### src/sbf_pkg.sv
package sbf_pkg;

  localparam int unsigned SBF_CELLS = 19;

  localparam logic [1:0] OP_WRITE  = 2'd0;
  localparam logic [1:0] OP_READ   = 2'd1;
  localparam logic [1:0] OP_ACTION = 2'd2;
  localparam logic [1:0] OP_UNUSED = 2'd3;

  localparam logic [7:0] HDR_BYTE     = 8'hff;
  localparam logic [7:0] WRITE_LEN    = 8'd15;
  localparam logic [7:0] READ_LEN     = 8'd4;
  localparam logic [7:0] ACTION_LEN   = 8'd2;
  localparam logic [7:0] INSTR_READ   = 8'd2;
  localparam logic [7:0] INSTR_WRITE  = 8'd4;
  localparam logic [7:0] INSTR_ACTION = 8'd5;
  localparam logic [7:0] WRITE_ADDR   = 8'd24;
  localparam logic [7:0] READ_ADDR    = 8'd36;
  localparam logic [7:0] READ_COUNT   = 8'd6;
  localparam logic [7:0] BROADCAST_ID = 8'd254;

  typedef enum logic [1:0] {
    KIND_HDR  = 2'd0,
    KIND_DATA = 2'd1,
    KIND_CHK  = 2'd2
  } kind_t;

  typedef struct packed {
    logic       valid;
    kind_t      kind;
    logic [7:0] data;
  } cell_t;

  typedef struct packed {
    logic [1:0] operation;
    logic [7:0] servo_id;
    logic       torque_enable;
    logic       led_on;
    logic [7:0] cw_margin;
    logic [7:0] ccw_margin;
    logic [7:0] cw_slope;
    logic [7:0] ccw_slope;
    logic [9:0] goal_position;
    logic [9:0] moving_speed;
    logic [9:0] torque_limit;
  } cmd_t;

  typedef struct packed {
    logic [7:0] out_byte;
    logic       last_byte;
  } tx_t;

endpackage

### src/sbf_cell.sv
module sbf_cell (
  input  logic          clk,
  input  logic          rst,
  input  logic          load,
  input  logic          shift,
  input  sbf_pkg::cell_t load_cell,
  input  sbf_pkg::cell_t neighbour,
  output sbf_pkg::cell_t slot
);

  sbf_pkg::cell_t slot_next;

  always_comb begin
    if (load) begin
      slot_next = load_cell;
    end else if (shift) begin
      slot_next = neighbour;
    end else begin
      slot_next = slot;
    end
  end

  always_ff @(posedge clk) begin
    if (rst) begin
      slot.valid <= 1'b0;
    end else begin
      slot.valid <= slot_next.valid;
    end
    slot.kind <= slot_next.kind;
    slot.data <= slot_next.data;
  end

endmodule

### src/sbf_emit.sv
module sbf_emit (
  input  logic           clk,
  input  logic           rst,
  input  sbf_pkg::cell_t head,
  input  logic           stall,
  output logic           shift,
  output logic           valid,
  output sbf_pkg::tx_t   tx
);

  logic [7:0] sum;

  assign shift = head.valid && (!valid || !stall);

  always_ff @(posedge clk) begin
    if (rst) begin
      valid <= 1'b0;
    end else if (shift) begin
      valid <= 1'b1;
    end else if (!stall) begin
      valid <= 1'b0;
    end
  end

  always_ff @(posedge clk) begin
    if (shift) begin
      case (head.kind)
        sbf_pkg::KIND_HDR: begin
          sum          <= 8'd0;
          tx.out_byte  <= head.data;
          tx.last_byte <= 1'b0;
        end
        sbf_pkg::KIND_DATA: begin
          sum          <= sum + head.data;
          tx.out_byte  <= head.data;
          tx.last_byte <= 1'b0;
        end
        sbf_pkg::KIND_CHK: begin
          tx.out_byte  <= ~sum;
          tx.last_byte <= 1'b1;
        end
        default: begin
          tx.out_byte  <= head.data;
          tx.last_byte <= 1'b0;
        end
      endcase
    end
  end

`ifndef SYNTHESIS
  a_chk_marks_last: assert property (@(posedge clk) disable iff (rst)
    shift && head.kind == sbf_pkg::KIND_CHK |=> valid && tx.last_byte)
    else $error("checksum word not marked last");
  a_hdr_not_last: assert property (@(posedge clk) disable iff (rst)
    shift && head.kind == sbf_pkg::KIND_HDR |=> valid && !tx.last_byte
      && tx.out_byte == sbf_pkg::HDR_BYTE)
    else $error("header word corrupted");
  a_chk_value: assert property (@(posedge clk) disable iff (rst)
    shift && head.kind == sbf_pkg::KIND_CHK |=> tx.out_byte == ~$past(sum))
    else $error("checksum word mismatch");
`endif

endmodule

### src/servo_bus_instruction_packet_framer.sv
// Servo bus instruction packet framer. Each command word becomes one instruction
// packet, sent one byte per word on the tx channel, with last_byte set on the
// closing checksum byte. A register write gives 19 bytes, a read request 8 and an
// action 6; an unused operation code is taken and gives nothing. The packet is
// loaded into a row of 19 byte cells that shifts one place toward the output
// register each cycle tx is not stalled, and the checksum is summed as the bytes
// leave. The next command is taken in the cycle the previous packet's last byte
// leaves the row, so packets follow with no gap; an unused operation code is
// taken on an empty row and loads no bytes into it.
module servo_bus_instruction_packet_framer (
  input  logic          clk,
  input  logic          rst,
  input  logic          cmd_valid,
  output logic          cmd_stall,
  input  sbf_pkg::cmd_t cmd,
  output logic          tx_valid,
  input  logic          tx_stall,
  output sbf_pkg::tx_t  tx
);

  sbf_pkg::cell_t chain [sbf_pkg::SBF_CELLS];
  sbf_pkg::cell_t image [sbf_pkg::SBF_CELLS];
  logic [sbf_pkg::SBF_CELLS-1:0] occupied;
  logic shift;
  logic load;
  logic empty_next;

  function automatic sbf_pkg::cell_t mk(sbf_pkg::kind_t kind, logic [7:0] data);
    sbf_pkg::cell_t c;
    c.valid = 1'b1;
    c.kind  = kind;
    c.data  = data;
    return c;
  endfunction

  always_comb begin
    for (int i = 0; i < sbf_pkg::SBF_CELLS; i++) begin
      image[i] = '0;
    end
    case (cmd.operation)
      sbf_pkg::OP_WRITE: begin
        image[0]  = mk(sbf_pkg::KIND_HDR, sbf_pkg::HDR_BYTE);
        image[1]  = mk(sbf_pkg::KIND_HDR, sbf_pkg::HDR_BYTE);
        image[2]  = mk(sbf_pkg::KIND_DATA, cmd.servo_id);
        image[3]  = mk(sbf_pkg::KIND_DATA, sbf_pkg::WRITE_LEN);
        image[4]  = mk(sbf_pkg::KIND_DATA, sbf_pkg::INSTR_WRITE);
        image[5]  = mk(sbf_pkg::KIND_DATA, sbf_pkg::WRITE_ADDR);
        image[6]  = mk(sbf_pkg::KIND_DATA, {7'd0, cmd.torque_enable});
        image[7]  = mk(sbf_pkg::KIND_DATA, {7'd0, cmd.led_on});
        image[8]  = mk(sbf_pkg::KIND_DATA, cmd.cw_margin);
        image[9]  = mk(sbf_pkg::KIND_DATA, cmd.ccw_margin);
        image[10] = mk(sbf_pkg::KIND_DATA, cmd.cw_slope);
        image[11] = mk(sbf_pkg::KIND_DATA, cmd.ccw_slope);
        image[12] = mk(sbf_pkg::KIND_DATA, cmd.goal_position[7:0]);
        image[13] = mk(sbf_pkg::KIND_DATA, {6'd0, cmd.goal_position[9:8]});
        image[14] = mk(sbf_pkg::KIND_DATA, cmd.moving_speed[7:0]);
        image[15] = mk(sbf_pkg::KIND_DATA, {6'd0, cmd.moving_speed[9:8]});
        image[16] = mk(sbf_pkg::KIND_DATA, cmd.torque_limit[7:0]);
        image[17] = mk(sbf_pkg::KIND_DATA, {6'd0, cmd.torque_limit[9:8]});
        image[18] = mk(sbf_pkg::KIND_CHK, 8'd0);
      end
      sbf_pkg::OP_READ: begin
        image[0] = mk(sbf_pkg::KIND_HDR, sbf_pkg::HDR_BYTE);
        image[1] = mk(sbf_pkg::KIND_HDR, sbf_pkg::HDR_BYTE);
        image[2] = mk(sbf_pkg::KIND_DATA, cmd.servo_id);
        image[3] = mk(sbf_pkg::KIND_DATA, sbf_pkg::READ_LEN);
        image[4] = mk(sbf_pkg::KIND_DATA, sbf_pkg::INSTR_READ);
        image[5] = mk(sbf_pkg::KIND_DATA, sbf_pkg::READ_ADDR);
        image[6] = mk(sbf_pkg::KIND_DATA, sbf_pkg::READ_COUNT);
        image[7] = mk(sbf_pkg::KIND_CHK, 8'd0);
      end
      sbf_pkg::OP_ACTION: begin
        image[0] = mk(sbf_pkg::KIND_HDR, sbf_pkg::HDR_BYTE);
        image[1] = mk(sbf_pkg::KIND_HDR, sbf_pkg::HDR_BYTE);
        image[2] = mk(sbf_pkg::KIND_DATA, sbf_pkg::BROADCAST_ID);
        image[3] = mk(sbf_pkg::KIND_DATA, sbf_pkg::ACTION_LEN);
        image[4] = mk(sbf_pkg::KIND_DATA, sbf_pkg::INSTR_ACTION);
        image[5] = mk(sbf_pkg::KIND_CHK, 8'd0);
      end
      default: begin
      end
    endcase
  end

  always_comb begin
    for (int i = 0; i < sbf_pkg::SBF_CELLS; i++) begin
      occupied[i] = chain[i].valid;
    end
  end

  assign empty_next = shift ? ~|occupied[sbf_pkg::SBF_CELLS-1:1] : ~|occupied;
  assign cmd_stall  = !empty_next;
  assign load       = cmd_valid && !cmd_stall;

  for (genvar g = 0; g < sbf_pkg::SBF_CELLS; g++) begin : g_cell
    sbf_pkg::cell_t neighbour;
    if (g == sbf_pkg::SBF_CELLS - 1) begin : g_tail
      assign neighbour = '0;
    end else begin : g_mid
      assign neighbour = chain[g+1];
    end
    sbf_cell u_cell (
      .clk       (clk),
      .rst       (rst),
      .load      (load),
      .shift     (shift),
      .load_cell (image[g]),
      .neighbour (neighbour),
      .slot      (chain[g])
    );
  end

  sbf_emit u_emit (
    .clk   (clk),
    .rst   (rst),
    .head  (chain[0]),
    .stall (tx_stall),
    .shift (shift),
    .valid (tx_valid),
    .tx    (tx)
  );

`ifndef SYNTHESIS
  a_load_starts_hdr: assert property (@(posedge clk) disable iff (rst)
    load && cmd.operation != sbf_pkg::OP_UNUSED
      |=> chain[0].valid && chain[0].kind == sbf_pkg::KIND_HDR)
    else $error("packet did not start with header");
  a_unused_op_empty: assert property (@(posedge clk) disable iff (rst)
    load && cmd.operation == sbf_pkg::OP_UNUSED |=> !chain[0].valid)
    else $error("unused operation produced words");
  a_row_packed: assert property (@(posedge clk) disable iff (rst)
    !chain[0].valid |-> !chain[1].valid)
    else $error("gap at head of cell row");
`endif

endmodule

### config.mk
export PLATFORM = sky130hd
export DESIGN_NAME = servo_bus_instruction_packet_framer
export DESIGN_NICKNAME = d
export VERILOG_FILES = /design/src/sbf_pkg.sv /design/src/sbf_cell.sv /design/src/sbf_emit.sv /design/src/servo_bus_instruction_packet_framer.sv
export SDC_FILE = /design/constraint.sdc
export NUM_CORES = 1
export LEC_CHECK = 0
export BUFFER_PORTS_ARGS = -buffer_cell sky130_fd_sc_hd__buf_2
export CAP_MARGIN = 20
export CORE_UTILIZATION = 53
export DETAILED_ROUTE_END_ITERATION = 10
export PLACE_DENSITY = 0.76
export SETUP_SLACK_MARGIN = 0.02
export SLEW_MARGIN = 15
export SYNTH_ARGS = -nofsm -noshare
export SYNTH_HDL_FRONTEND = slang
export SYNTH_SLANG_ARGS = --single-unit
### constraint.sdc
create_clock -name clk -period 3.9 [get_ports clk]
set_input_delay 0.78 -clock clk [delete_from_list [all_inputs] [get_ports clk]]
set_output_delay 0.78 -clock clk [all_outputs]
set_load 0.01 [all_outputs]
Word-level counts from Yosys, hierarchy flattened
Cells that the tools add are included.
{ "totals": {"ff_bits": 227, "inputBits": 78, "word_cells": 129} }
{ "op_classes": {"n_addsub": 1, "eq_ne": 5, "mux": 46, "bitwise": 1, "n_reduce_logical": 15} }
{ "op_table": {"columns": ["operator", "count"], "rows": [
  ["2-to-1 mux 11 bit", 38],
  ["one-hot mux 66 bit (3 select lines)", 1],
  ["2-to-1 mux 121 bit", 1],
  ["one-hot mux 22 bit (2 select lines)", 1],
  ["OR reduction 19 bit", 1],
  ["OR reduction 18 bit", 1],
  ["one-hot mux 8 bit (2 select lines)", 1],
  ["2-to-1 mux 9 bit", 1],
  ["adder 8 bit", 1],
  ["inverter 8 bit", 1],
  ["logical NOT 1 bit", 5],
  ["equality test 2 x 1 -> 1 bit, second input constant", 2],
  ["equality test 2 bit, second input constant", 2],
  ["logical NOT 2 bit", 2],
  ["nonzero test 2 bit", 2],
  ["2-to-1 mux 1 bit", 3],
  ["logical AND 1 bit", 2],
  ["inequality test 2 x 1 -> 1 bit, second input constant", 1],
  ["AND reduction 2 bit", 1],
  ["logical OR 1 bit", 1]
]} }

Depth between registers and ports, before layout
{ "depth": {"ltp_word": 6, "ltp_mapped": 9, "mapped_depth_nobuf": 7} }

By module
Synthesis repeated with hierarchy kept, for this count alone.
{ "unflattened": {"cells_unflattened": 707, "hier_area_um2": 11436.0} }
{ "by_module_without_submodules": {"columns": ["module", "instances", "cells_per_inst", "area_per_inst_um2", "seq_area_each_um2"], "rows": [
  ["sbf_cell", 19, 27, 513.0, 320.3],
  ["sbf_emit", 1, 95, 1058.5, 530.5],
  ["servo_bus_instruction_packet_framer", 1, 99, 630.6, 0.0]
]} }

Worst setup path after synthesis
No wires, ideal clock.
{ "synth_timing": {"path_kind": "input-to-reg", "start": "in tx_stall", "end": "reg g_cell[2].u_cell.slot[10] in the netlist's numbering", "setup_time_ns": 0.067, "t_arrival_ns": 4.108, "required_ns": 3.833, "setup_slack_ns": -0.276, "stages": 7, "n_path_buf": 2, "cell_sequence": "nand3_1 and4_1 clkbuf_1 nand3_2 nand2_2 buf_2 o221a_2"} }
{ "synth_between": {"elab_chain_len": 6} }
{ "synth_rtl": {"columns": ["item", "line_no", "text"], "rows": [
  ["start: declaration", "servo_bus_instruction_packet_framer.sv:17", "input logic tx_stall,"],
  ["logical NOT 1 bit *", "sbf_emit.sv:13", "assign shift = head.valid && (!valid || !stall);"],
  ["logical OR 1 bit *", "sbf_emit.sv:13", null],
  ["logical AND 1 bit *", "sbf_emit.sv:13", null],
  ["2-to-1 mux 1 bit", "servo_bus_instruction_packet_framer.sv:91", "assign empty_next = shift ? ~|occupied[sbf_pkg::SBF_CELLS-1:1] : ~|occupied;"],
  ["logical AND 1 bit", "servo_bus_instruction_packet_framer.sv:93", "assign load = cmd_valid && !cmd_stall;"],
  ["2-to-1 mux 11 bit or nonzero test 2 bit (tied branches)", null, null],
  ["end: declaration", "sbf_cell.sv:8", "output sbf_pkg::cell_t slot"]
]} }
Mark *: on every way between the ends. The rest lies on a longest branch, timed or not.
A chain may end at the register's enable or synchronous reset.

Worst setup path in the final report
{ "layout_timing": {"start": "reg g_cell[4].u_cell.slot[10] in the netlist's numbering", "end": "reg g_cell[10].u_cell.slot[1] in the netlist's numbering (enable)"} }
{ "layout_between": {"elab_chain_len": 5} }
{ "layout_rtl": {"columns": ["item", "line_no"], "rows": [
  ["start: declaration", "sbf_cell.sv:8"],
  ["OR reduction 19 bit or OR reduction 18 bit (tied branches)", "servo_bus_instruction_packet_framer.sv:91"],
  ["logical NOT 1 bit", "servo_bus_instruction_packet_framer.sv:91"],
  ["2-to-1 mux 1 bit *", "servo_bus_instruction_packet_framer.sv:91"],
  ["logical AND 1 bit *", "servo_bus_instruction_packet_framer.sv:93"],
  ["nonzero test 2 bit (no line) *", null],
  ["end: declaration", "sbf_cell.sv:8"]
]} }
Marks and branches as above.

==> impl_metrics.tcl <==
set metrics [dict create \
    period_needed_ns 2.75 \
    routabilityCongestion 0.827 \
    final_area_um2 10000 \
    yosysUniqueCellTypes 45 \
    stdcell_count 1026 \
    synth.avg_cell_area_um2 12.2 \
    place_ws_ns 0.871 \
    grt.total_usage_pct 19.4 \
    power.total_mw 9.89 \
    hold_violations 0 \
    postRouteAntennaNets 0 \
    start_util_pct 54.6 \
    clockPowerShare_pct 19.7 \
    cpPeakStageDelay_ns 0.65 \
    synthCells 718 \
    synth-main-ff-cell "edfxtp_1" \
    critPathLaunch "g_cell[4].u_cell.slot[10]$_SDFFE_PP0P_" \
    r2r-start "g_cell[4].u_cell.slot[10]$_SDFFE_PP0P_" \
    grt_overflow 0 \
    grt_max_degree 107 \
    clockRootBuffer "clkbuf_16" \
    min_path_type "reg -> reg" \
    p_int_mw 6.51 \
    r2r_cells 5 \
    hold_slack_ns 0.492 \
    synth_top_area_cell "edfxtp_1" \
    synth-async-reset-ratio_pct 0 \
    synth.most_common_cell "edfxtp_1" \
    final.period_utilization_pct 70.5 \
    p_seq_share_pct 46.6 \
    critPathLaunchType "register" \
    antenna_found_initial 0 \
    synthTopCellsByCount "edfxtp_1, nand2_1, and2_1" \
    grt_pass1_wl_um 25700 \
    routed_wirelength_um 15800 \
    cts.htree.levels 1 \
    cts_sinks 211 \
    ir_drop_v 0.000643 \
    row_count 46 \
    num_antenna_cells 0 \
    seq_area_frac_synth_pct 70.3 \
    die_area_um2 17000 \
    yosysTopAreaCellShare_pct 65.7 \
    critPathRequiredTime_ns 4.10 \
    drive_gt1_share_pct 17.2 \
    cts_setup_buffers 0 \
    cts_tree "built" \
    p_comb_share_pct 33.7 \
    synth-edff-count 191 \
    leakagePower_nw 3.96 \
    insertion_delay_ns 0.50 \
    dp_cells 990 \
    clk_pin_slew_worst_paths_ns 0.06 \
    wl_met3_um 781 \
    top_layer "met4" \
    fp.dieH_um 130 \
    cts-resized-gates 0 \
    syn_nets 804 \
    slowest_stage "nand2_8" \
    synth-seq-cells 211 \
    area_growth_pct 14.9 \
    hold_start "g_cell[7].u_cell.slot[10]$_SDFFE_PP0P_" \
    status "finished clean" \
    crit_path_end_kind "register" \
    wl_per_cell_um 15.4 \
    synth-warning-count 0 \
    core_area_um2 16000 \
    skew_ns 0.0105 \
    vias 5526 \
    holdPathEnd "g_cell[7].u_cell.slot[10]$_SDFFE_PP0P_" \
    syn_area_um2 8730 \
    path_max_fanout 106 \
    via_per_inst 5.39 \
    numPortBuffers 88 \
    final_util_pct 62.7 \
    tns_ns 0 \
    fmaxAchievable_ghz 0.364 \
    finalSetupViolCount 0 \
    nets 885 \
    ios 89 \
    n_fill_cell 1255 \
    placed_cell_area_um2 9370 \
    relSlewSlack_pct 46.4 \
    drv_cap 0 \
    cts_max_path_buffers 3 \
    grt_pass1_vias 5367 \
    die_x_um 130 \
    regToRegEndpoint "g_cell[10].u_cell.slot[1]$_DFFE_PP_" \
    hold_buffers 0 \
    rrSetupSlack_ns 1.15 \
    drt_iter0_drc 418 \
    dr.pass1.iters 4 \
    crit_arrival_ns 2.95 \
    path_cells "or4_1 -> nor2_4 -> nand3_4 -> nand2_8 -> buf_4" \
    rsz0062_at_grt "false" \
    route.met2.wl_um 7950 \
    hold_path_depth 2 \
    synth.area.top_cells "edfxtp_1, nand2_1, and2_1" \
    hpwl_um 10000 \
    critPathKind "reg -> reg" \
    drc_errors 0 \
    p_sw_mw 3.37 \
    p_sw_share_pct 34.1 \
    power_density_nw_per_um2 986 \
    cts_made_buffers 23 \
    setup_ws_ns 1.15 \
    worstMarginPinSlew_ns 0.804 \
    met1_length_um 6710 \
    slew_viol_final 0 \
]
-- worst max-delay path by stage --
stage,to,slack [ns],cells after the start
after floorplan,g_cell[2].u_cell.slot[10]$_SDFFE_PP0P_,0.72,7
after global placement,g_cell[16].u_cell.slot[1]$_DFFE_PP_,0.94,6
after detailed placement,g_cell[16].u_cell.slot[0]$_DFFE_PP_,0.87,6
after CTS,g_cell[15].u_cell.slot[5]$_SDFFCE_PP0P_,1.14,5
after global routing,g_cell[16].u_cell.slot[7]$_SDFFCE_PN0P_,0.95,5
final,g_cell[10].u_cell.slot[1]$_DFFE_PP_,1.15,5
-- state kept, by name (all words and copies together), names as in the netlist --
name,flops
u_emit.tx,9
u_emit.sum,8
u_emit.valid,1
g_cell.u_cell.slot,193
-- power groups by stage --
| stage | registers [mW] | logic (mW) | clock network, mW |
|---|---|---|---|
| after floorplan | 4.58 | 2.54 | 0 |
| after global placement | 4.61 | 3.18 | 0 |
| after detailed placement | 4.65 | 3.35 | 0 |
| after CTS | 4.62 | 3.37 | 1.98 |
| after global routing | 4.70 | 3.77 | 2.07 |
| final | 4.61 | 3.33 | 1.95 |
-- area by class of cell --
class | count | area (µm²) | area share [%]
multi-input combinational | 456 | 2390 | 23.8
inverter | 9 | 33.8 | 0.337
clock inverter | 6 | 57.6 | 0.574
tap | 216 | 270 | 2.70
timing repair buffer | 98 | 541 | 5.39
sequential | 211 | 6140 | 61.2
clock buffer | 30 | 602 | 6.00
-- worst max-delay path, delay by kind of cell, from the launching register on --
| family | cells | cell delay, ns |
|---|---|---|
| simple gates | 4 | 1.72 |
| flops | 1 | 0.32 |
| buf+inv | 1 | 0.33 |
-- per-layer routing --
layer / vias to the layer above / track usage, %
met5: - / 0
met3: 30 / 3.36
met2: 157 / 32.9
li1: 2674 / -
met4: 0 / 6.29
met1: 2665 / 25.6
-- cells in the final DEF (no fill, tap or decap), drive strengths merged, types with 2 or more instances in the layout --
cell type,netlist,layout
and2,64,64
clkinv,1,5
nand3,60,60
inv,8,9
clkbuf,28,30
nand2b,4,4
a21o,2,2
and4,2,2
nand2,186,186
nor4,2,2
nor3b,2,2
ha,7,7
a21oi,13,13
nor4b,2,2
o21ai,21,21
buf,14,98
edfxtp,191,191
or4,2,2
o221a,16,16
o21a,2,2
nor2,51,51
a211oi,2,2
nand4,2,2
xnor2,3,3
dfxtp,20,20
a31oi,2,2
-- cell families (layout without fill, tap and decap cells) --
family	Yosys count	count (layout)	share of synthesized area (%)
AOI/OAI and AO/OA	61	61	4.97
buffers and inverters	51	143	2.71
muxes	2	2	0.287
and+or+nand+nor	381	381	20.1
DFF	211	211	70.3
xor gates and xnor gates	4	4	0.401
adders and majority gates	8	8	1.23
(Power assumes the default switching activity.)
